**config.mk**
```make
export PLATFORM = sky130hd
export DESIGN_NAME = priority_process_table_scheduler_core
export DESIGN_NICKNAME = d
export VERILOG_FILES = /design/src/sv/ppts_pkg.sv /design/src/sv/priority_process_table_scheduler_core.sv
export SDC_FILE = /design/constraint.sdc
export NUM_CORES = 2
export LEC_CHECK = 0
export BUFFER_PORTS_ARGS = -buffer_cell sky130_fd_sc_hd__buf_2
export CORE_MARGIN = 2
export CORE_UTILIZATION = 55
export CTS_CLUSTER_DIAMETER = 100
export DETAILED_ROUTE_END_ITERATION = 7
export GPL_TIMING_DRIVEN = 1
export MAX_ROUTING_LAYER = met4
export PLACE_DENSITY = 0.74
export SYNTH_ARGS = -nofsm -noshare
export SYNTH_HDL_FRONTEND = slang
export SYNTH_SLANG_ARGS = --single-unit
```
**constraint.sdc**
```tcl
create_clock -name clock -period 21 [get_ports clock]
set_clock_uncertainty 0.1 [all_clocks]
set_input_delay 0 -clock clock [delete_from_list [all_inputs] [get_ports clock]]
set_output_delay 0 -clock clock [all_outputs]
set_load 0.05 [all_outputs]
```
**src/sv/ppts_pkg.sv**
```systemverilog
// shared types and constants of the priority process table scheduler
package ppts_pkg;

   localparam int TABLE_DEPTH = 16;
   localparam int IDX_BITS    = $clog2(TABLE_DEPTH);
   localparam int CNT_BITS    = $clog2(TABLE_DEPTH + 1);
   localparam int ID_BITS     = 16;
   localparam int TIME_BITS   = 32;
   localparam int MAX_RESULTS = 16;

   localparam logic [2:0] PRIO_LOW  = 3'd1;
   localparam logic [2:0] PRIO_HIGH = 3'd5;

   localparam logic [1:0] CMD_INSERT  = 2'd0;
   localparam logic [1:0] CMD_EXECUTE = 2'd1;
   localparam logic [1:0] CMD_EXTRACT = 2'd2;
   localparam logic [1:0] CMD_CLEAR   = 2'd3;

   localparam logic [1:0] ST_DONE   = 2'd0;
   localparam logic [1:0] ST_REJECT = 2'd1;
   localparam logic [1:0] ST_FULL   = 2'd2;
   localparam logic [1:0] ST_NONE   = 2'd3;

   typedef struct packed {
      logic [1:0]           command;
      logic [2:0]           priority_req;
      logic [ID_BITS-1:0]   proc_id;
      logic [TIME_BITS-1:0] amount;
      logic [7:0]           processors;
   } req_word_type;

   typedef struct packed {
      logic [1:0]           status;
      logic [2:0]           out_priority;
      logic [ID_BITS-1:0]   out_id;
      logic [TIME_BITS-1:0] out_time;
      logic [7:0]           unused_processors;
      logic                 last;
   } rsp_word_type;

endpackage

```
**src/sv/priority_process_table_scheduler_core.sv**
```systemverilog
// priority process table scheduler: ordered process table walked by a small sequencer
//
//  channel | ports                          | handshake
//  req     | req_word, start, busy          | taken when start && !busy
//  rsp     | rsp_word, rsp_valid            | each word valid for a single cycle, no back-pressure
//  csr     | csr_we, csr_wdata              | time granule written when csr_we
//
// a command walks the table one entry per cycle, comparing, adding and subtracting
// on the entry at the walk index; a remove or insert shifts one entry per cycle.
// insert and execute first compute a subtract-per-cycle granule remainder;
// the final word is valid in the cycle in which busy falls.
// reset (synchronous) empties the table and sets the granule to one.
module priority_process_table_scheduler_core import ppts_pkg::*; (
   input  logic         clock,
   input  logic         reset,
   input  logic         start,
   input  req_word_type req_word,
   output logic         busy,
   output logic         rsp_valid,
   output rsp_word_type rsp_word,
   input  logic         csr_we,
   input  logic [7:0]   csr_wdata
);

   localparam logic [3:0] S_IDLE  = 4'd0;
   localparam logic [3:0] S_MOD   = 4'd1;
   localparam logic [3:0] S_DISP  = 4'd2;
   localparam logic [3:0] S_INSCN = 4'd3;
   localparam logic [3:0] S_INSSH = 4'd4;
   localparam logic [3:0] S_EXEC  = 4'd5;
   localparam logic [3:0] S_RMSH  = 4'd6;
   localparam logic [3:0] S_EXSCN = 4'd7;
   localparam logic [3:0] S_EXEMT = 4'd8;
   localparam logic [3:0] S_RESP  = 4'd9;

   logic [2:0]           prio_mem [TABLE_DEPTH];
   logic [ID_BITS-1:0]   id_mem   [TABLE_DEPTH];
   logic [TIME_BITS-1:0] time_mem [TABLE_DEPTH];

   logic [3:0]           state_ff, state_in;
   logic [CNT_BITS-1:0]  count_ff, count_in;
   logic [CNT_BITS-1:0]  idx_ff, idx_in;
   logic [CNT_BITS-1:0]  ptr_ff, ptr_in;
   logic [7:0]           granule_ff;
   req_word_type         req_ff;
   logic [7:0]           left_ff, left_in;
   logic [5:0]           nout_ff, nout_in;
   logic [TIME_BITS:0]   rem_ff, rem_in;
   logic [5:0]           mstep_ff, mstep_in;
   logic                 rmret_ff, rmret_in;
   rsp_word_type         rsp_ff, rsp_in;
   logic                 rspv_ff, rspv_in;

   // table write port, one entry per cycle
   logic                 we;
   logic [IDX_BITS-1:0]  waddr;
   logic [2:0]           wprio;
   logic [ID_BITS-1:0]   wid;
   logic [TIME_BITS-1:0] wtime;

   logic [IDX_BITS-1:0]  ia, pa;
   logic [2:0]           cur_p;
   logic [ID_BITS-1:0]   cur_id;
   logic [TIME_BITS-1:0] cur_t;
   logic [TIME_BITS:0]   sum;
   logic [TIME_BITS+7:0] gshift;
   logic                 prio_ok;

   assign ia      = idx_ff[IDX_BITS-1:0];
   assign pa      = ptr_ff[IDX_BITS-1:0];
   assign cur_p   = prio_mem[ia];
   assign cur_id  = id_mem[ia];
   assign cur_t   = time_mem[ia];
   assign sum     = {1'b0, cur_t} + {1'b0, req_ff.amount};
   assign prio_ok = req_ff.priority_req >= PRIO_LOW && req_ff.priority_req <= PRIO_HIGH;
   // granule shifted for the restoring remainder step
   assign gshift  = {{TIME_BITS{1'b0}}, (granule_ff == 8'd0 ? 8'd1 : granule_ff)}
                    << (6'd32 - mstep_ff);

   function automatic rsp_word_type mk(input logic [1:0] st, input logic [7:0] un);
      rsp_word_type r;
      r = '0;
      r.status = st;
      r.unused_processors = un;
      r.last = 1'b1;
      return r;
   endfunction

   always_comb begin
      state_in = state_ff;
      count_in = count_ff;
      idx_in   = idx_ff;
      ptr_in   = ptr_ff;
      left_in  = left_ff;
      nout_in  = nout_ff;
      rem_in   = rem_ff;
      mstep_in = mstep_ff;
      rmret_in = rmret_ff;
      rsp_in   = rsp_ff;
      rspv_in  = 1'b0;
      we       = 1'b0;
      waddr    = pa;
      wprio    = prio_mem[pa];
      wid      = id_mem[pa];
      wtime    = time_mem[pa];
      unique case (state_ff)
         S_IDLE: begin
            if (start) begin
               rem_in   = {1'b0, req_word.amount};
               mstep_in = '0;
               idx_in   = '0;
               left_in  = req_word.processors;
               nout_in  = '0;
               if (req_word.command == CMD_CLEAR) begin
                  count_in = '0;
                  rsp_in   = mk(ST_DONE, 8'd0);
                  state_in = S_RESP;
               end else begin
                  state_in = (req_word.command == CMD_EXTRACT) ? S_DISP : S_MOD;
               end
            end
         end
         S_MOD: begin
            // one restoring remainder step per cycle
            if ({7'd0, rem_ff} >= gshift) rem_in = rem_ff - gshift[TIME_BITS:0];
            mstep_in = mstep_ff + 6'd1;
            if (mstep_ff == 6'd32) state_in = S_DISP;
         end
         S_DISP: begin
            if (req_ff.command == CMD_INSERT) begin
               if (req_ff.amount == '0 || !prio_ok || rem_ff != '0) begin
                  rsp_in = mk(ST_REJECT, 8'd0);
                  state_in = S_RESP;
               end else state_in = S_INSCN;
            end else if (req_ff.command == CMD_EXECUTE) begin
               if (req_ff.amount == '0 || rem_ff != '0) begin
                  rsp_in = mk(ST_REJECT, req_ff.processors);
                  state_in = S_RESP;
               end else if (count_ff == '0) begin
                  rsp_in = mk(ST_NONE, req_ff.processors);
                  state_in = S_RESP;
               end else state_in = S_EXEC;
            end else begin
               if (!prio_ok) begin
                  rsp_in = mk(ST_REJECT, 8'd0);
                  state_in = S_RESP;
               end else state_in = S_EXSCN;
            end
         end
         S_INSCN: begin
            if (idx_ff < count_ff && cur_p >= req_ff.priority_req) begin
               if (cur_p == req_ff.priority_req && cur_id == req_ff.proc_id) begin
                  we    = 1'b1;
                  waddr = ia;
                  wprio = cur_p;
                  wid   = cur_id;
                  if (sum[TIME_BITS]) begin
                     wtime  = '1;
                     rsp_in = mk(ST_FULL, 8'd0);
                  end else begin
                     wtime  = sum[TIME_BITS-1:0];
                     rsp_in = mk(ST_DONE, 8'd0);
                  end
                  state_in = S_RESP;
               end else idx_in = idx_ff + 1'b1;
            end else if (count_ff == CNT_BITS'(TABLE_DEPTH)) begin
               rsp_in = mk(ST_FULL, 8'd0);
               state_in = S_RESP;
            end else begin
               ptr_in   = count_ff;
               state_in = S_INSSH;
            end
         end
         S_INSSH: begin
            // open a gap by moving entries up, then fill it
            we = 1'b1;
            if (ptr_ff == idx_ff) begin
               wprio    = req_ff.priority_req;
               wid      = req_ff.proc_id;
               wtime    = req_ff.amount;
               count_in = count_ff + 1'b1;
               rsp_in   = mk(ST_DONE, 8'd0);
               state_in = S_RESP;
            end else begin
               wprio  = prio_mem[pa - 1'b1];
               wid    = id_mem[pa - 1'b1];
               wtime  = time_mem[pa - 1'b1];
               ptr_in = ptr_ff - 1'b1;
            end
         end
         S_EXEC: begin
            if (left_ff != 8'd0 && idx_ff < count_ff) begin
               left_in = left_ff - 8'd1;
               if (cur_t > req_ff.amount) begin
                  we    = 1'b1;
                  waddr = ia;
                  wprio = cur_p;
                  wid   = cur_id;
                  wtime = cur_t - req_ff.amount;
                  idx_in = idx_ff + 1'b1;
               end else begin
                  ptr_in   = idx_ff;
                  rmret_in = 1'b0;
                  state_in = S_RMSH;
               end
            end else begin
               rsp_in = mk(ST_DONE, left_in);
               state_in = S_RESP;
            end
         end
         S_RMSH: begin
            // close the gap one entry per cycle
            if (ptr_ff + 1'b1 < count_ff) begin
               we     = 1'b1;
               wprio  = prio_mem[pa + 1'b1];
               wid    = id_mem[pa + 1'b1];
               wtime  = time_mem[pa + 1'b1];
               ptr_in = ptr_ff + 1'b1;
            end else begin
               count_in = count_ff - 1'b1;
               state_in = rmret_ff ? S_EXEMT : S_EXEC;
            end
         end
         S_EXSCN: begin
            if (idx_ff < count_ff && cur_p > req_ff.priority_req) idx_in = idx_ff + 1'b1;
            else state_in = S_EXEMT;
         end
         S_EXEMT: begin
            if (nout_ff != 6'(MAX_RESULTS) && idx_ff < count_ff
                && cur_p == req_ff.priority_req) begin
               rsp_in              = '0;
               rsp_in.out_priority = cur_p;
               rsp_in.out_id       = cur_id;
               rsp_in.out_time     = cur_t;
               rspv_in  = 1'b1;
               nout_in  = nout_ff + 6'd1;
               ptr_in   = idx_ff;
               rmret_in = 1'b1;
               state_in = S_RMSH;
            end else if (nout_ff == '0) begin
               rsp_in = mk(ST_NONE, 8'd0);
               state_in = S_RESP;
            end else begin
               // final held word goes out with last set
               rsp_in.last = 1'b1;
               state_in = S_RESP;
            end
         end
         S_RESP: begin
            rspv_in  = 1'b1;
            state_in = S_IDLE;
         end
         default: state_in = S_IDLE;
      endcase
   end

   // held extract words are emitted one slot late so the final carries last
   rsp_word_type hold_ff;
   logic         holdv_ff;

   always_ff @(posedge clock) begin
      if (reset) begin
         state_ff   <= S_IDLE;
         count_ff   <= '0;
         granule_ff <= 8'd1;
         rspv_ff    <= 1'b0;
         holdv_ff   <= 1'b0;
      end else begin
         state_ff <= state_in;
         count_ff <= count_in;
         if (csr_we) granule_ff <= csr_wdata;
         rspv_ff  <= rspv_in && (state_ff != S_EXEMT || holdv_ff);
         if (rspv_in && state_ff == S_EXEMT) holdv_ff <= 1'b1;
         else if (rspv_in && state_ff == S_RESP) holdv_ff <= 1'b0;
      end
   end

   always_ff @(posedge clock) begin
      if (start && !busy) req_ff <= req_word;
      idx_ff   <= idx_in;
      ptr_ff   <= ptr_in;
      left_ff  <= left_in;
      nout_ff  <= nout_in;
      rem_ff   <= rem_in;
      mstep_ff <= mstep_in;
      rmret_ff <= rmret_in;
      if (state_ff == S_EXEMT && rspv_in) begin
         rsp_ff   <= hold_ff;
         hold_ff  <= rsp_in;
      end else if (state_ff == S_EXEMT && state_in == S_RESP && nout_ff != '0) begin
         rsp_ff <= {hold_ff[$bits(rsp_word_type)-1:1], 1'b1};
      end else begin
         rsp_ff <= rsp_in;
      end
      if (we) begin
         prio_mem[waddr] <= wprio;
         id_mem[waddr]   <= wid;
         time_mem[waddr] <= wtime;
      end
   end

   assign busy      = state_ff != S_IDLE;
   assign rsp_valid = rspv_ff;
   assign rsp_word  = rsp_ff;

   a_cnt: assert property (@(posedge clock) disable iff (reset)
      count_ff <= CNT_BITS'(TABLE_DEPTH)) else $error("table count overflow");
   a_take: assert property (@(posedge clock) disable iff (reset)
      start && !busy |=> busy) else $error("command taken without going busy");
   a_gran: assert property (@(posedge clock) disable iff (reset)
      state_ff == S_MOD |-> mstep_ff <= 6'd32) else $error("remainder step overrun");

endmodule
```
==> results.yml <==
status:
  status: "finished, violations left"
  violations: "design-rule violations"
timing:
  finalCriticalPeriod_ns: 9.362
  min_period_over_period: 0.4458
  rsz0062_at_grt: "false"
  setup_ws_ns: 11.64
  whs_ns: 0.02580
  relSlewSlack: 0.02419
  maxSlewViolCount: 0
  clock.fmax_ghz: 0.1068
  setup_viol: 0
  finalHoldViolCount: 0
  setup_tns_ns: 0
  worst_pin_slew_ns: 1.457
pwr:
  p_leak_uw: 0.02562
  total_power_uw: 11160
  peakVddDrop_mv: 0.09030
  powerDensity_mw_per_mm2: 144.1
grt:
  grt_usage: 0.3735
  grt_max_degree: 133
  overflow: 0
  grt_pass1_vias: 49540
  antenna_found_initial: 7
  grt_pass1_wl_um: 343800
die:
  ios: 137
  fp.dieW_um: 359.8
  dieArea_mm2: 0.1295
  die-height_um: 359.8
  initial_core_util: 0.5546
  core_area_mm2: 0.1256
  std_cell_rows: 130
logic_synthesis:
  synth-warning-count: 0
  synth_edf_count: 1003
  ys_seq_area_frac: 0.4581
  synth.area.top_cells: "edfxtp_1 43%, mux4_2 32%, dfxtp_1 2.6%"
  yosysUniqueCellTypes: 89
  synth_async_sr_flop_share: 0
  synth_area_leader_cell: "edfxtp_1"
  netlist_instances: 4718
  syn-num-nets: 4915
  ys_ff_latch: 1092
  syn_avg_cell_area_um2: 14.76
  syn-cell-area_mm2: 0.06964
  ys.flop_type: "edfxtp_1"
  synth_top_area_frac: 0.4325
clock_tree:
  clock_latency_ns: 0.76
  cts-buffers-inserted: 112
  cts_setup_buffers: 0
  clock_path_buffers: 3
  clk_pin_slew_ns: 0.06
  cts_tree: "built"
  clockRootBuffer: "clkbuf_16"
  cts.sinks: 1092
  cts.htree.levels: 3
routing:
  drc: 3
  via_per_inst: 7.685
  drt-wirelength-per-cell_um: 35.52
  postRouteWirelength_um: 235500
  vias: 50960
  drt_iter0_drc: 8541
  drt_first_pass_iters: 8
  drtAntennaViolNets: 0
layout:
  final_cell_mix: "1003 x edfxtp_1, 977 x mux4_2, 395 x nand2_1, 220 x nor2_1, 198 x o21ai_0"
  fillers: 8966
  drive_above_1_share: 0.3050
  layout.cells.non_filler: 6631
  syn_to_final_growth_pct: 11.18
  fin_nets: 5079
  final_common_cell: "edfxtp_1"
setup_path:
  cp-end-kind: "flop"
  slowest_delay_ns: 0.90
  crit_fanout: 48
  cp.arrival_ns: 9.60
  crit_type: "reg -> reg"
  cp_cell_sequence: "buf_4 > buf_4 > mux4_2 > mux4_2 > ha_1 > and4_1 > nor4b_1 > nand2_1 > a211oi_1 > o21ai_1 > buf_4 > nor2_4 > or2_1 > nand3_1 > a21oi_4 > buf_4"
  worstPathRequired_ns: 21.24
  critical-path-top-delay-family: "buffers and inverters"
  critical_path_buf_inv_count: 4
  cp_common_cell: "buf_4"
  startpoint_type: "flop"
  slowest_stage: "dfxtp_4"
placed_design:
  dp.cells: 6256
  dp_hpwl_um: 149900
  place_congestion: 1.011
  io_buffers: 136
  preCtsSetupSlack_ns: 11.86
worst_hold_path:
  hold_class: "in -> reg"
job:
  max_cap_violations: 0
sequential cells by signal, indices dropped and copies added, names as in the netlist, named ones only:
name / cells
state_ff: 4
idx_ff: 5
holdv_ff: 1
rsp_word: 62
nout_ff: 6
granule_ff: 8
left_ff: 8
count_ff: 5
rsp_valid: 1
hold_ff: 62
rem_ff: 33
mstep_ff: 6
req_ff: 61
rmret_ff: 1
time_mem: 512
id_mem: 256
prio_mem: 48
ptr_ff: 5
layout make-up:
cell class	instances	area, um2	area share
Timing Repair Buffer	426	3352	0.04329
Sequential cell	1092	31930	0.4124
Tap cell	1650	2064	0.02666
Multi-Input combinational cell	3132	35990	0.4649
Antenna cell	10	25.02	0.0003232
Clock buffer	137	3009	0.03886
Clock inverter	66	599.3	0.007740
Inverter	118	457.9	0.005914
stage by stage:
step                utilization  instance area, um2
floorplan                     -               69640
global placement         0.5747               72170
detailed placement       0.5748               72170
CTS                      0.6163               77390
global route             0.6165               77420
finish                   0.6166               77430
synth_stat cells, types with 75 or more instances:
cell type	n
edfxtp_1	1003
mux4_2	977
nand2_1	397
clkbuf_1	224
nor2_1	223
o21ai_0	201
a21oi_1	177
ha_1	120
inv_1	112
nand3_1	100
dfxtp_1	89
xnor2_1	89
buf_1	76
mux2i_1	75
logic make-up (layout without fill, tap and decap cells):
kind of cell,after synthesis,in the layout,share of synthesized area
other,0,10,0
adder cells (fa/ha/maj),124,124,0.02271
flip-flops,1092,1092,0.4581
buffers and inverters,494,747,0.02923
multiplexers,1082,1082,0.3316
AND/OR/NAND/NOR,1008,1008,0.06714
XOR/XNOR,136,136,0.01710
AO/OA/AOI/OAI,782,782,0.07415
tightest hold or removal path: stages:
cell and delay [ns]:
dlygate4sd3_1 0.54, buf_2 0.12, nand2_1 0.04, o21ai_0 0.06
final timing paths:
kind / to / slack [ns] / start / cells after the start
worst min-delay path: left_ff[5]$_DFFE_PP_ / 0.03 / req_word[5] / 4
worst max-delay path: time_mem[0][13]$_DFFE_PP_ / 11.64 / flop / 16
worst max register to register: time_mem[0][13]$_DFFE_PP_ / 11.64 / flop / 16
worst min register to register: rsp_word[21]$_DFF_P_ / 0.34 / hold_ff[21]$_DFFE_PP_ / 2
layer usage:
metal | GRT usage | vias up | share of wire
met5 | - | - | 0
met4 | 0.1851 | 0 | 0.058
met3 | 0.1086 | 845 | 0.15
met2 | 0.5388 | 4522 | 0.45
met1 | 0.4879 | 25600 | 0.35
li1 | - | 19990 | -
where the power goes:
| part | switching (uW) | total (uW) | leakage (uW) | internal (uW) |
|---|---|---|---|---|
| registers | 310 | 3330 | 0.00984 | 3020 |
| logic | 3550 | 5840 | 0.0140 | 2290 |
| clock network | 876 | 1990 | 0.00174 | 1120 |
| total | 4730 | 11200 | 0.0256 | 6430 |
repair_timing:
item                      CTS  global route
hold buffers              161             0
hold endpoints to repair  126             0
gates resized for setup     0             0
No activity file was read; power rests on OpenSTA's default activity.
